<file path="src/hdl/lldr_pkg.sv">
`default_nettype none
// ----------------------------------------------------------------------------
// lldr_pkg
// Shared types and constants for the low-level delayed relay.
// ----------------------------------------------------------------------------
package lldr_pkg;

  localparam int unsigned LevelW = 12;
  localparam int unsigned CountW = 16;
  localparam int unsigned CfgIdxW = 2;
  localparam int unsigned CfgDataW = 16;

  // Command codes carried by each input item
  localparam logic CMD_SAMPLE = 1'b0;
  localparam logic CMD_TICK   = 1'b1;

  // Configuration register indexes
  localparam logic [CfgIdxW-1:0] REG_TRIP_THRESHOLD = 2'd0;
  localparam logic [CfgIdxW-1:0] REG_FAST_BLINK     = 2'd1;
  localparam logic [CfgIdxW-1:0] REG_SLOW_BLINK     = 2'd2;
  localparam logic [CfgIdxW-1:0] REG_ARM_DELAY      = 2'd3;

  // Register values after reset
  localparam logic [LevelW-1:0] TRIP_THRESHOLD_RST = 12'd3000;
  localparam logic [CountW-1:0] FAST_BLINK_RST     = 16'd200;
  localparam logic [CountW-1:0] SLOW_BLINK_RST     = 16'd1500;
  localparam logic [CountW-1:0] ARM_DELAY_RST      = 16'd4000;

  localparam logic [CountW-1:0] COUNT_MAX = '1;

  typedef struct packed {
    logic [LevelW-1:0] trip_threshold;
    logic [CountW-1:0] fast_blink_ticks;
    logic [CountW-1:0] slow_blink_ticks;
    logic [CountW-1:0] arm_delay_ticks;
  } cfg_t;

  typedef struct packed {
    logic [LevelW-1:0] level;
    logic [CountW-1:0] blink_count;
    logic [CountW-1:0] delay_count;
    logic              below;
    logic              armed;
    logic              led;
    logic              relay;
  } state_t;

  function automatic logic [CountW-1:0] sat_inc(input logic [CountW-1:0] v);
    return (v == COUNT_MAX) ? v : v + 1'b1;
  endfunction

endpackage
`default_nettype wire

</file>
<file path="src/hdl/lldr_if.sv">
`default_nettype none
// ----------------------------------------------------------------------------
// lldr_in_if / lldr_out_if
// Valid/ready channels carrying input items and result items.
// ----------------------------------------------------------------------------
interface lldr_in_if;
  logic        valid;
  logic        ready;
  logic        command;
  logic [11:0] sample;

  modport source (output valid, command, sample, input ready);
  modport sink (input valid, command, sample, output ready);
endinterface

interface lldr_out_if;
  logic        valid;
  logic        ready;
  logic [11:0] level;
  logic        indicator;
  logic        relay;
  logic        alarm_active;
  logic        relay_armed;

  modport source (output valid, level, indicator, relay, alarm_active, relay_armed,
                  input ready);
  modport sink (input valid, level, indicator, relay, alarm_active, relay_armed,
                output ready);
endinterface
`default_nettype wire

</file>
<file path="src/hdl/lldr_update.sv">
`default_nettype none
// ----------------------------------------------------------------------------
// lldr_update
// Next-state logic: applies one sample or one tick to the block state.
// ----------------------------------------------------------------------------
module lldr_update
  import lldr_pkg::*;
(
  input  var state_t             st,
  input  var cfg_t               cfg,
  input  var logic               command,
  input  var logic [LevelW-1:0]  sample,
  output state_t                 st_next
);

  logic [LevelW-1:0] lvl;
  logic [CountW-1:0] blink_inc;

  assign lvl       = {2'b00, sample[LevelW-1:2]} + st.level - {2'b00, st.level[LevelW-1:2]};
  assign blink_inc = sat_inc(st.blink_count);

  always_comb begin
    st_next = st;
    if (command == CMD_SAMPLE) begin
      st_next.level = lvl;
      if (lvl < cfg.trip_threshold) begin
        st_next.below = 1'b1;
      end else begin
        st_next.below       = 1'b0;
        st_next.delay_count = '0;
        st_next.armed       = 1'b0;
        st_next.relay       = 1'b0;
      end
    end else begin
      st_next.blink_count = blink_inc;
      if (st.below) begin
        if (blink_inc >= cfg.fast_blink_ticks) begin
          if (!st.armed) begin
            st_next.led = ~st.led;
          end
          st_next.blink_count = '0;
        end
        st_next.delay_count = sat_inc(st.delay_count);
        if (st.delay_count >= cfg.arm_delay_ticks && !st.armed) begin
          st_next.relay       = 1'b1;
          st_next.led         = 1'b0;
          st_next.delay_count = '0;
          st_next.armed       = 1'b1;
        end
      end else if (blink_inc >= cfg.slow_blink_ticks) begin
        st_next.led         = ~st.led;
        st_next.blink_count = '0;
      end
    end
  end

endmodule
`default_nettype wire

</file>
<file path="src/hdl/low_level_delayed_relay.sv">
`default_nettype none
// ----------------------------------------------------------------------------
// low_level_delayed_relay
// Filtered level monitor that closes a relay after a delay below threshold.
// ----------------------------------------------------------------------------
// Each input item is a converter sample or a one millisecond tick; each item
// yields exactly one result item carrying the filtered level and the pin
// levels. The block takes one item per clock cycle while the output side is
// not stalled: an item is captured in an input register, the state update
// runs as short combinational logic (a 12-bit add/subtract and 16-bit
// compares), and the result lands in an output register. While a finished
// result waits in the output register, one more item can still be taken
// into the input register; that item then holds there, and the input side
// stalls, until the waiting result is taken. Configuration writes are
// applied at once and must only be made while the block is idle.
module low_level_delayed_relay
  import lldr_pkg::*;
(
  input  var logic                clk,
  input  var logic                rst,
  lldr_in_if.sink                 in_ch,
  lldr_out_if.source              out_ch,
  input  var logic                cfg_wr_en,
  input  var logic [CfgIdxW-1:0]  cfg_index,
  input  var logic [CfgDataW-1:0] cfg_data
);

  cfg_t              cfg;
  state_t            st;
  state_t            st_next;

  // Input register
  logic              in_valid;
  logic              in_command;
  logic [LevelW-1:0] in_sample;

  logic              advance;

  // Move the held item into the result register when there is room there
  assign advance      = in_valid && (!out_ch.valid || out_ch.ready);
  assign in_ch.ready  = !in_valid || advance;

  // Configuration registers
  always_ff @(posedge clk) begin
    if (rst) begin
      cfg.trip_threshold   <= TRIP_THRESHOLD_RST;
      cfg.fast_blink_ticks <= FAST_BLINK_RST;
      cfg.slow_blink_ticks <= SLOW_BLINK_RST;
      cfg.arm_delay_ticks  <= ARM_DELAY_RST;
    end else if (cfg_wr_en) begin
      case (cfg_index)
        REG_TRIP_THRESHOLD: cfg.trip_threshold   <= cfg_data[LevelW-1:0];
        REG_FAST_BLINK:     cfg.fast_blink_ticks <= cfg_data[CountW-1:0];
        REG_SLOW_BLINK:     cfg.slow_blink_ticks <= cfg_data[CountW-1:0];
        REG_ARM_DELAY:      cfg.arm_delay_ticks  <= cfg_data[CountW-1:0];
        default: ;
      endcase
    end
  end

  // Capture an item whenever the input register is free or draining
  always_ff @(posedge clk) begin
    if (rst) begin
      in_valid <= 1'b0;
    end else if (in_ch.ready) begin
      in_valid <= in_ch.valid;
    end
  end

  always_ff @(posedge clk) begin
    if (in_ch.valid && in_ch.ready) begin
      in_command <= in_ch.command;
      in_sample  <= in_ch.sample;
    end
  end

  lldr_update u_update (
    .st      (st),
    .cfg     (cfg),
    .command (in_command),
    .sample  (in_sample),
    .st_next (st_next)
  );

  // State advances once per item, in step with the result register
  always_ff @(posedge clk) begin
    if (rst) begin
      st <= '0;
    end else if (advance) begin
      st <= st_next;
    end
  end

  // Result register: hold until taken
  always_ff @(posedge clk) begin
    if (rst) begin
      out_ch.valid <= 1'b0;
    end else if (advance) begin
      out_ch.valid <= 1'b1;
    end else if (out_ch.ready) begin
      out_ch.valid <= 1'b0;
    end
  end

  always_ff @(posedge clk) begin
    if (advance) begin
      out_ch.level        <= st_next.level;
      out_ch.indicator    <= st_next.led;
      out_ch.relay        <= st_next.relay;
      out_ch.alarm_active <= st_next.below;
      out_ch.relay_armed  <= st_next.armed;
    end
  end

endmodule
`default_nettype wire

</file>
<file path="src/flat_wrapper.sv">
// flat-port wrapper written by rule: the top's interface ports become plain ports
module low_level_delayed_relay_flat import lldr_pkg::*;
  (clk, rst, cfg_wr_en, cfg_index, cfg_data, in_ch_valid, in_ch_command, in_ch_sample, in_ch_ready, out_ch_valid, out_ch_level, out_ch_indicator, out_ch_relay, out_ch_alarm_active, out_ch_relay_armed, out_ch_ready);
  lldr_in_if in_ch_i ();
  lldr_out_if out_ch_i ();
  input  var logic clk;
  input  var logic rst;
  input  var logic cfg_wr_en;
  input  var logic [CfgIdxW-1:0] cfg_index;
  input  var logic [CfgDataW-1:0] cfg_data;
  input wire logic [$bits(in_ch_i.valid)-1:0] in_ch_valid;
  input wire logic [$bits(in_ch_i.command)-1:0] in_ch_command;
  input wire logic [$bits(in_ch_i.sample)-1:0] in_ch_sample;
  output wire logic [$bits(in_ch_i.ready)-1:0] in_ch_ready;
  output wire logic [$bits(out_ch_i.valid)-1:0] out_ch_valid;
  output wire logic [$bits(out_ch_i.level)-1:0] out_ch_level;
  output wire logic [$bits(out_ch_i.indicator)-1:0] out_ch_indicator;
  output wire logic [$bits(out_ch_i.relay)-1:0] out_ch_relay;
  output wire logic [$bits(out_ch_i.alarm_active)-1:0] out_ch_alarm_active;
  output wire logic [$bits(out_ch_i.relay_armed)-1:0] out_ch_relay_armed;
  input wire logic [$bits(out_ch_i.ready)-1:0] out_ch_ready;
  assign in_ch_i.valid = in_ch_valid;
  assign in_ch_i.command = in_ch_command;
  assign in_ch_i.sample = in_ch_sample;
  assign in_ch_ready = in_ch_i.ready;
  assign out_ch_valid = out_ch_i.valid;
  assign out_ch_level = out_ch_i.level;
  assign out_ch_indicator = out_ch_i.indicator;
  assign out_ch_relay = out_ch_i.relay;
  assign out_ch_alarm_active = out_ch_i.alarm_active;
  assign out_ch_relay_armed = out_ch_i.relay_armed;
  assign out_ch_i.ready = out_ch_ready;
  low_level_delayed_relay u_core (.clk(clk), .rst(rst), .in_ch(in_ch_i), .out_ch(out_ch_i), .cfg_wr_en(cfg_wr_en), .cfg_index(cfg_index), .cfg_data(cfg_data));
endmodule
</file>
<file path="config.mk">
export PLATFORM = sky130hd
export DESIGN_NAME = low_level_delayed_relay_flat
export DESIGN_NICKNAME = d
export VERILOG_FILES = /design/src/hdl/lldr_pkg.sv /design/src/hdl/lldr_if.sv /design/src/hdl/lldr_update.sv /design/src/hdl/low_level_delayed_relay.sv /design/src/flat_wrapper.sv
export SDC_FILE = /design/constraint.sdc
export NUM_CORES = 1
export LEC_CHECK = 0
export BUFFER_PORTS_ARGS = -buffer_cell sky130_fd_sc_hd__buf_2
export CAP_MARGIN = 15
export CORE_AREA = 5 5 122 124
export DETAILED_ROUTE_END_ITERATION = 12
export DIE_AREA = 0 0 127 129
export PLACE_DENSITY_LB_ADDON = 0.12
export SLEW_MARGIN = 20
export SYNTH_ARGS = -nofsm -noshare
export SYNTH_HDL_FRONTEND = slang
export SYNTH_SLANG_ARGS = --single-unit
</file>
<file path="constraint.sdc">
create_clock -name clk -period 7.7 [get_ports clk]
set_input_delay 0 -clock clk [delete_from_list [all_inputs] [get_ports clk]]
set_output_delay 0 -clock clk [all_outputs]
set_load 0.01 [all_outputs]
</file>
* Word-level counts from Yosys, hierarchy flattened
Cells that the tools add are included.
** Word-level totals
- Flip-flop bits (word level) :: 139
- Latch bits :: 0
- Memory bits (writable) :: 0
- ROM bits :: 0
- Input bits :: 36
- Output and inout bits :: 18
- Word-level logic and storage cells :: 79
- Memories :: 0
** Operators by class
- $add $sub $neg :: 4
- $mul :: 0
- Div/mod/pow operators :: 0
- Magnitude comparators :: 4
- Eq/ne operators :: 8
- Shift operators :: 0
- Mux-type cells :: 26
- Bitwise gates (word level) :: 1
- Reductions and logical operators :: 16
** Operators by type and width (number)
- $mux W16 :: 9
- $ge A16 B16 Y1 :: 3
- $add A16 B1 Y16 const B :: 2
- $eq A16 B16 Y1 const B :: 2
- $mux W1 :: 15
- $add A10 B12 Y12 :: 1
- $lt A12 B12 Y1 :: 1
- $mux W12 :: 1
- $sub A12 B10 Y12 :: 1
- $reduce_and A2 Y1 :: 5
- $eq A2 B2 Y1 const B :: 2
- $ne A2 B1 Y1 const B :: 2
- $reduce_and A4 Y1 :: 1
- $logic_and A1 B1 Y1 :: 3
- $logic_not A1 Y1 :: 3
- $mux W3 :: 1
- $ne A3 B3 Y1 const B :: 1
- $eq A2 B1 Y1 const B :: 1
- $logic_not A2 Y1 :: 1
- $logic_or A1 B1 Y1 :: 2
- $reduce_bool A2 Y1 :: 1
- $not A1 Y1 :: 1

* Logic depth before layout (Yosys ltp)
Gate-level depths: netlist of run 1.
- Word-level depth :: 7
- Mapped depth :: 21
- Mapped depth without buffers :: 20

* Cells and area by module
Synthesis of run 1 repeated with hierarchy kept, for this count alone.
** Second synthesis, totals
- Cells, all modules :: 1042
- Area, all modules :: 8969.9 µm²
** By module, submodules not included
- low_level_delayed_relay :: instances 1, cells an instance 496, area an instance 5210.0 µm², seq. area each 3072.9 µm²
- lldr_update :: instances 1, cells an instance 546, area an instance 3759.9 µm², seq. area each 0.0 µm²

* Worst setup path after synthesis of run 1
OpenSTA, ideal clock, no wires.
- Kind :: register -> register
- From :: register u_core.in_sample[3]
- To :: register u_core.st[14] (netlist name)
- Library setup time :: 121 ps
- Data arrival time :: 3873 ps
- Required time :: 7579 ps
- Setup slack :: 3706 ps
- Stages on the path, launching flop included :: 17
- Buffers on the path :: 1
- Clock period less this slack :: 3994 ps
- Path through :: edfxtp_1 > inv_1 > fa_1 > inv_1 > ha_1 > a211oi_1 > nor2_1 > o41a_1 > a21oi_1 > xnor2_1 > ha_1 > nand4_1 > or3_1 > a211oi_1 > clkbuf_1 > a2bb2oi_1 > nand3_1
** On the way
- Longest elaborated chain between the ends :: 5
** Ends and longest elaborated chain
- start, declared :: RTL line low_level_delayed_relay.sv:35 : logic [LevelW-1:0] in_sample;
- start signal, assigned :: RTL line low_level_delayed_relay.sv:73 : in_sample <= in_ch.sample;
- $add A10 B12 Y12 :: RTL line lldr_update.sv:19 : assign lvl = {2'b00, sample[LevelW-1:2]} + st.level - {2'b00, st.level[LevelW-1:2]};
- $sub A12 B10 Y12 :: RTL line lldr_update.sv:19
- $lt A12 B12 Y1 :: RTL line lldr_update.sv:26 : if (lvl < cfg.trip_threshold) begin
- $ne A2 B1 Y1 (no source line)
- $reduce_and A4 Y1 (no source line)
No other way between the ends.
A chain may end at the register's enable or synchronous reset.

* Final worst setup path of run 1
- From :: register u_core.in_sample[3]
- To :: register u_core.st[5] (netlist name)
** On the way
- Longest elaborated chain between the ends :: 5
** Ends and longest elaborated chain (RTL line)
- $add A10 B12 Y12 :: lldr_update.sv:19
- $sub A12 B10 Y12 :: lldr_update.sv:19
- $lt A12 B12 Y1 :: lldr_update.sv:26
- $ne A2 B1 Y1 (no source line)
- $reduce_and A4 Y1 (no source line)
No other way between the ends.

==> results.cfg, run 1 <==
[sta]
finClkSkew_ns = 0.009047
worst_pin_slew_ns = 0.9250
tns_ns = 0
rsz0062_at_grt = no
max_slew_margin = 0.3833
hold_viol_final = 0
drv_slew = 0
finalCritPeriodShare = 0.6046
final-setup-viol-count = 0
max_freq_ghz = 0.2148
period_minus_slack_ns = 4.655

[global_routing]
antenna_found_initial = 1
grt_pass1_wl_um = 32350
overflow = 0
grt_max_degree = 82
grt_pass1_vias = 6576
grt.total_usage = 0.2476

[pwr]
power.density_nw_per_um2 = 231.1
p_leak_uw = 0.004052
max-vdd-ir-drop_mv = 0.1958
power.total_uw = 2170

[logic_synthesis]
ys_seq_elements = 137
synthCells = 960
synth_edf_count = 27
avgSynthCellArea_um2 = 8.387
async_flop_share = 0
synthTopCellsByCount = 147 x nand2_1, 110 x dfxtp_1, 109 x inv_1
ys_seq_area_frac = 0.3742
synth_xor_area_frac = 0.02828
yosysMostFrequentCell = nand2_1
syn-num-nets = 1079
yosysWarnings = 0
synth_compound_area_frac = 0.1636
synthAdderAreaFrac = 0.1383
synth_mux_area_frac = 0.02424
synth_top_area_share = 0.2735
synth_simple_gate_area_frac = 0.2002
netlist_area_um2 = 8051
ys_types = 61
post-synth-top-area-cell = dfxtp_1
synth_ff_type = dfxtp_1
synth_top_family_by_area = simple AND/OR/NAND/NOR gates
synth.area.top_cells = dfxtp_1 27%, ha_1 11%, edfxtp_1 10%, nand2_1 6.9%, a21oi_1 5.2%

[place]
dp_hpwl_um = 13590
dpl.cell_count = 1161
gp_congestion = 0.8570
portBuffers = 51

[clock_network]
cts_max_path_buffers = 2
cts_sinks = 137
root_buffer = clkbuf_16
clk-insertion-delay-late_ns = 0.43
clk_pin_slew_ns = 0.06
numCtsBuffers = 17
cts_max_level = 4
cts_tree = built
post_cts_buffers = 0

[worst_setup_path]
worstSetupPathType = reg -> reg
worstPathRequired_ns = 8.06
crit_fanout = 10
startpoint_type = register
end_kind = register
crit_arrival_ns = 5.01

[cells_and_area]
antenna_cells = 0
final_cells = 1223
layout-drive-gt1-share = 0.1045
area.growth.synth_to_final_pct = 16.63
finalNetCount = 1149
nFillCells = 1131

[floorplanning]
core_area_um2 = 13670
fp.dieW_um = 127
initial_core_util = 0.5892
die_y_um = 129
io_pins = 54
rows = 43
dieArea_um2 = 16380

[min_path]
hold_path_class = in -> reg

[detailed_routing]
dr.pass1.iters = 6
vias = 6958
ant_nets = 0
routed_wl_um = 19620
vias_per_cell = 5.689
drc = 0
wire_per_inst_um = 16.05
first_iter_violations = 473

[run_status]
status = finished clean

[run]
drv_cap = 0
-- worst paths after layout --
kind	slack (ns)	end	from	cells past startpoint
min	0.03	u_core.cfg[50]	cfg_index[1]	4
min reg2reg	0.45	u_core.cfg[27]	u_core.cfg[27]	2
max reg2reg	3.04	u_core.st[5]	u_core.in_sample[3]	17
max	3.04	u_core.st[5]	u_core.in_sample[3]	17
-- flip-flops by register name, summed over array words and instances (netlist names) --
signal	flops
u_core.out_ch.relay_armed	1
u_core.out_ch.valid	1
u_core.out_ch.relay	1
u_core.in_command	1
u_core.st	48
u_core.out_ch.alarm_active	1
u_core.in_valid	1
u_core.out_ch.level	12
u_core.in_sample	10
u_core.out_ch.indicator	1
u_core.cfg	60
-- power breakdown --
group	switching [µW]	leakage [µW]	internal [µW]
clock	316	0.000310	571
combinational	283	0.00259	201
sequential	21.7	0.00116	777
total	621	0.00405	1550
-- area by class of cell --
cell class	instances	area (µm²)	area share
timing repair buffer	90	623.1	0.06636
clock buffer	22	475.5	0.05063
multi-input combinational	674	4476	0.4766
clock inverter	10	165.2	0.01759
sequential	137	3013	0.3209
tap	180	225.2	0.02398
inverter	110	412.9	0.04397
-- cell usage in the layout (no fill, tap or decap), types with 12 or more instances in the layout --
cell type / Yosys / layout
xnor2_1: 16 / 16
nand4_1: 24 / 24
inv_1: 109 / 109
nor3_1: 20 / 20
dlygate4sd3_1: 0 / 30
edfxtp_1: 27 / 27
ha_1: 73 / 73
nand3_1: 23 / 23
o21ai_0: 29 / 29
a211oi_1: 16 / 15
dfxtp_1: 110 / 110
o211ai_1: 25 / 25
clkbuf_16: 0 / 18
mux2_2: 12 / 12
nor2_1: 58 / 58
buf_2: 2 / 51
nand2_1: 147 / 147
and3_1: 15 / 15
a21oi_1: 83 / 83
-- metal layers --
metal  vias to the layer above  share of wire  global-route usage
li1                       3486              -                   -
met1                      3242           0.44              0.3142
met2                       189           0.48              0.4150
met3                        39          0.059             0.05064
met4                         2          0.024             0.09968
met5                         -        0.00066                   0
-- stage by stage --
step,instance area [µm²],worst slack [ns],hold WS [ns],utilization
floorplan,8051,3.706,0.09887,-
global placement,8449,3.178,0.1766,0.6183
detailed placement,8449,3.153,0.1783,0.6183
CTS,9390,3.089,0.02501,0.6871
global route,9390,2.628,0.04455,0.6871
finish,9390,3.045,0.02638,0.6871
-- critical path, cell delays in order, from the launching register on --
cell and delay [ns]:
edfxtp_1 0.32, inv_1 0.05, fa_1 0.58, inv_1 0.06, ha_1 0.31, a211oi_1 0.30
nor2_1 0.12, o41a_1 0.38, a211oi_1 0.31, xnor2_1 0.24, ha_1 0.32, o21a_1 0.11
o21ai_0 0.15, nand2b_1 0.07, a211oi_1 0.53, a211o_1 0.42, o21ai_0 0.17, a21oi_1 0.15
-- cells by family (layout without fill, tap and decap cells) --
group,count (synthesis),count (layout)
adders and majority gates,83,83
and+or+nand+nor,340,340
buffers and inverters,149,232
AOI/OAI and AO/OA,207,207
muxes,18,18
xor gates and xnor gates,26,26
DFF,137,137
-- repair_timing --
| item | 4_1_cts | 5_1_grt |
|---|---|---|
| hold buffers | 30 | 0 |
| resized for setup | 0 | 0 |
| hold endpoints to repair | 73 | 0 |
Power figures use the tool's default switching activity.
==> inputs of run 2 (changes only) <==
==> constraint.sdc (replaced) <==
create_clock -name clk -period 4.7 [get_ports clk]
set_input_delay 0 -clock clk [delete_from_list [all_inputs] [get_ports clk]]
set_output_delay 0 -clock clk [all_outputs]
set_load 0.01 [all_outputs]
==> run 2 against run 1 <==
Via count is 1.5% lower. Critical path type unchanged. Critical endpoint is now u_core.st[18]. Die area stayed put. Critical path depth is 1 higher. Sequential power is 64% higher.
==> results.cfg, run 2 (synthesis results as in run 1) <==
[global_routing]
grt_pass1_wl_um = 32150
grt_max_degree = 81
overflow = 0
grt_pass1_vias = 6477
grt.total_usage = 0.2478
antenna_found_initial = 0

[cells_and_area]
top_regs = u_core.cfg (60), u_core.st (48), u_core.out_ch.level (12)
final_cell_mix = 147 x nand2_1, 110 x dfxtp_1, 109 x inv_1, 83 x a21oi_1, 73 x ha_1
antenna_cells = 0
final_common_cell = nand2_1
nFillCells = 1168
layout-drive-gt1-share = 0.1083
area.growth.synth_to_final_pct = 17.20
top_register = u_core.cfg
finalNetCount = 1149
largest_register_ffs = 60

[min_path]
hold_path_class = in -> reg

[floorplanning]
dieArea_um2 = 16380
die_y_um = 129
rows = 43
io_pins = 54
core_area_um2 = 13670
initial_core_util = 0.5892
fp.dieW_um = 127

[sta]
final-setup-viol-count = 0
max_freq_ghz = 0.2322
hold_viol_final = 0
drv_slew = 0
finClkSkew_ns = 0.007263
rsz0062_at_grt = no
max_slew_margin = 0.3102
period_minus_slack_ns = 4.307
tns_ns = 0
fin_ws_ns = 0.3933
finalCritPeriodShare = 0.9163
worst_pin_slew_ns = 1.034

[pwr]
switching_share = 0.2804
max-vdd-ir-drop_mv = 0.3076
power_switching_uw = 1012
power_frac_comb = 0.222
seq_power_share = 0.362
power.density_nw_per_um2 = 382.3
clkPwrFrac = 0.416
internal_power_uw = 2596
p_leak_uw = 0.004070

[worst_setup_path]
crit_fanout = 22
worstSetupPathType = reg -> reg
worstPathRequired_ns = 4.96
end_kind = register
crit_arrival_ns = 4.57
startpoint_type = register

[place]
portBuffers = 51
gp_congestion = 0.8496
pre_cts_ws_ns = 0.2216
dp_hpwl_um = 13520

[detailed_routing]
wire_per_inst_um = 16.01
vias = 6856
drc = 0
first_iter_violations = 520
routed_wl_um = 19580
ant_nets = 0
vias_per_cell = 5.606
dr.pass1.iters = 5

[clock_network]
root_buffer = clkbuf_16
cts_max_level = 4
clk_pin_slew_ns = 0.06
clk-insertion-delay-late_ns = 0.43
cts_tree = built
cts_sinks = 137
cts_max_path_buffers = 2
numCtsBuffers = 17

[run_status]
status = finished clean

[run]
drv_cap = 0
run 2: changes by cell type in the layout (fill, tap and decap cells not counted), sizes merged:
cell and change:
bufinv +1, clkbuf -1
run 2: power by group through the flow:
stage	clock network (µW)	registers (µW)	logic, µW
detailed placement	0	1330	767
global route	1570	1310	910
finish	1500	1310	800
CTS	1510	1310	795
global placement	0	1330	751
floorplan	0	1330	560
run 2: layout make-up:
type,count,area (µm²),area share
multi-input cells,674,4487,0.4755
inverters,110,412.9,0.04375
clock inverters,11,191.4,0.02029
repair buffers,90,635.6,0.06736
well taps,180,225.2,0.02387
clock buffers,21,471.7,0.04999
flip-flops and latches,137,3013,0.3193
run 2: routing by layer:
layer / vias to the layer above / track usage / share of wire
met3: 25 / 0.05355 / 0.055
li1: 3474 / - / -
met1: 3198 / 0.3131 / 0.44
met2: 159 / 0.4256 / 0.48
met5: - / 0 / 0
met4: 0 / 0.07823 / 0.018
run 2: repair_timing:
action,CTS,global route
endpoints found under the setup margin,0,20
hold buffers,30,0
resized for setup,0,3
hold endpoints to repair,73,0
setup buffers,0,0
run 2: final timing paths:
| kind | startpoint | end | slack, ns | cells past startpoint |
|---|---|---|---|---|
| worst min-delay path | cfg_index[1] | u_core.cfg[56] | 0.03 | 3 |
| worst max register to register | u_core.st[38] | u_core.st[18] | 0.39 | 18 |
| worst min register to register | u_core.cfg[6] | u_core.cfg[6] | 0.45 | 2 |
| worst max-delay path | u_core.st[38] | u_core.st[18] | 0.39 | 18 |
run 2: critical path: stages (launching register included):
cell      delay (ns)
dfxtp_1         0.39
inv_1           0.09
fa_1            0.52
inv_1           0.05
ha_1            0.34
o21ai_0         0.25
nor2_1          0.10
o41a_1          0.37
a211oi_1        0.28
xnor2_1         0.21
ha_1            0.30
o21a_1          0.10
o21ai_0         0.15
nand2b_1        0.09
a211oi_2        0.34
a211oi_2        0.11
buf_12          0.17
a41oi_1         0.22
a211oi_1        0.07
run 2: through the flow:
stage | power, µW | instance area (µm²) | utilization | cells | hold WS [ns]
floorplan | 1890 | 8051 | - | 960 | 0.09887
finish | 3607 | 9437 | 0.6905 | 1223 | 0.02531
global route | 3796 | 9437 | 0.6905 | 1223 | 0.02596
CTS | 3615 | 9425 | 0.6897 | 1223 | 0.001860
global placement | 2080 | 8462 | 0.6192 | 1161 | 0.1764
detailed placement | 2097 | 8462 | 0.6192 | 1161 | 0.1783
==> inputs of run 3 (changes only) <==
--- a/config.mk
+++ b/config.mk
@@ -8,6 +8,7 @@
 export BUFFER_PORTS_ARGS = -buffer_cell sky130_fd_sc_hd__buf_2
 export CAP_MARGIN = 15
 export CORE_AREA = 5 5 122 124
+export CTS_BUF_LIST = sky130_fd_sc_hd__clkbuf_8
 export DETAILED_ROUTE_END_ITERATION = 12
 export DIE_AREA = 0 0 127 129
 export PLACE_DENSITY_LB_ADDON = 0.12
==> run 3 against run 2 <==
Register-to-register slack better by 0.06 ns. Routed wire length decreased by 1.9%. Largest cell class unchanged. Largest power group is now sequential cells. Clock skew is 0.0042 ns higher. Utilization down 1.2 points. Critical path type unchanged. Critical endpoint unchanged.
==> results.cfg, run 3 (synthesis results as in run 1) <==
[place]
dp_hpwl_um = 13520
dpl.cell_count = 1161
portBuffers = 51
gp_congestion = 0.8496

[cells_and_area]
largest_register_ffs = 60
final_cell_mix = 147 x nand2_1, 111 x inv_1, 110 x dfxtp_1, 83 x a21oi_1, 73 x ha_1
area.growth.synth_to_final_pct = 15.14
final_util = 0.6784
nFillCells = 1193
final_common_cell = nand2_1
final_cells = 1225
top_register = u_core.cfg
layout-drive-gt1-share = 0.1081
antenna_cells = 0
top_regs = u_core.cfg (60), u_core.st (48), u_core.out_ch.level (12)
finalNetCount = 1151

[worst_setup_path]
path_cells = inv_1 > fa_1 > inv_1 > ha_1 > a211oi_2 > nor2_1 > o41a_1 > a211oi_1 > xnor2_1 > ha_1 > o21a_1 > o21ai_0 > nand2b_1 > a211oi_2 > a211oi_2 > buf_12 > a41oi_1 > a211oi_1
regToRegSetupSlack_ns = 0.45
end_kind = register
crit_arrival_ns = 4.54
timing.rr.end = u_core.st[18]
crit_fanout = 22
path_common_cell = a211oi_2
cpPeakStageDelay_ns = 0.57
crit_slowest_cell = fa_1
worstReg2RegStart = u_core.st[37]
startpoint_type = register
worstSetupPathType = reg -> reg
worstPathRequired_ns = 4.99
rr_worst_depth = 18

[detailed_routing]
first_iter_violations = 569
wire_per_inst_um = 15.67
ant_nets = 0
vias_per_cell = 5.589
routed_wl_um = 19200
vias = 6846
dr.pass1.iters = 5
drc = 0

[sta]
final-setup-viol-count = 0
period_minus_slack_ns = 4.251
rsz0062_at_grt = no
max_freq_ghz = 0.2352
hold_viol_final = 0
finClkSkew_ns = 0.01148
max_slew_margin = 0.2934
tns_ns = 0
drv_slew = 0
finalCritPeriodShare = 0.9045
hold_slack_ns = 0.09259
worst_pin_slew_ns = 1.059

[global_routing]
overflow = 0
grt_max_degree = 81
grt.total_usage = 0.2443
grt_pass1_wl_um = 31840
antenna_found_initial = 0
grt_pass1_vias = 6418

[clock_network]
post_cts_buffers = 0
numCtsBuffers = 17
clk_pin_slew_ns = 0.08
cts_max_level = 4
root_buffer = clkbuf_8
cts_max_path_buffers = 2
cts_tree = built
cts_sinks = 137
clk-insertion-delay-late_ns = 0.45

[run]
drv_cap = 0

[min_path]
hp-start = cfg_wr_en
min_to = u_core.cfg[59]
hold_path_class = in -> reg
min_path_cells = 3

[floorplanning]
die_y_um = 129
io_pins = 54
fp.dieW_um = 127
initial_core_util = 0.5892
rows = 43
core_area_um2 = 13670
dieArea_um2 = 16380

[pwr]
power.density_nw_per_um2 = 352.0
p_leak_uw = 0.004002
max-vdd-ir-drop_mv = 0.2856

[run_status]
status = finished clean
run 3: changes by cell type in the layout (fill, tap and decap cells not counted), sizes merged:
cell / previous run / this run
clkbuf: 21 / 18
dlygate4sd3: 30 / 32
inv: 110 / 112
bufinv: 5 / 6
run 3: per-stage QoR:
| stage | instance area [µm²] | worst slack [ns] | power [µW] |
|---|---|---|---|
| after floorplan | 8051 | 0.7061 | 1890 |
| after global placement | 8462 | 0.3077 | 2080 |
| after detailed placement | 8462 | 0.2216 | 2097 |
| after CTS | 9259 | 0.2178 | 3272 |
| after global routing | 9270 | 0.07060 | 3457 |
| final | 9270 | 0.4490 | 3263 |
run 3: where the power goes:
| group | internal, µW | total (µW) | switching [µW] |
|---|---|---|---|
| Sequential | 1270 | 1300 | 33.6 |
| Combinational | 337 | 798 | 461 |
| Clock | 695 | 1160 | 466 |
run 3: area by class of cell:
cell class,count,area [µm²],area share
clock buffer,18,247.7,0.02672
clock inverter,14,229.0,0.02470
inverter,110,412.9,0.04454
multi-input combinational,674,4487,0.4840
sequential,137,3013,0.3250
tap,180,225.2,0.02429
timing repair buffer,92,655.6,0.07072
run 3: metal layers:
layer / GRT usage / share of wire
met1: 0.3168 / 0.46
met2: 0.4113 / 0.48
met3: 0.05562 / 0.047
met4: 0.07066 / 0.016
met5: 0 / 0
run 3: worst max path at each step:
| stage | from | endpoint | slack (ns) | cells past startpoint |
|---|---|---|---|---|
| 5_1_grt | u_core.st[38] | u_core.st[18] | 0.07 | 18 |
| 3_5_place_dp | u_core.in_sample[3] | u_core.st[6] | 0.22 | 17 |
| 2_1_floorplan | u_core.in_sample[3] | u_core.st[14] | 0.71 | 16 |
| 6_report | u_core.st[37] | u_core.st[18] | 0.45 | 18 |
| 4_1_cts | u_core.in_sample[3] | u_core.st[6] | 0.22 | 17 |
| 3_3_place_gp | u_core.in_sample[3] | u_core.st[5] | 0.31 | 17 |
run 3: critical path: cells and delay by family, from the launching register on:
family	cells	cell delay [ns]
XOR/XNOR	1	0.20
AND/OR/NAND/NOR	2	0.19
flip-flops	1	0.33
adder cells (fa/ha/maj)	3	1.18
AO/OA/AOI/OAI	9	1.86
buffers and inverters	3	0.30
run 3: repair_timing:
action / CTS / global route
resized for setup: 0 / 3
hold endpoints to repair: 73 / 0
hold buffers: 32 / 0
endpoints found under the setup margin: 0 / 17
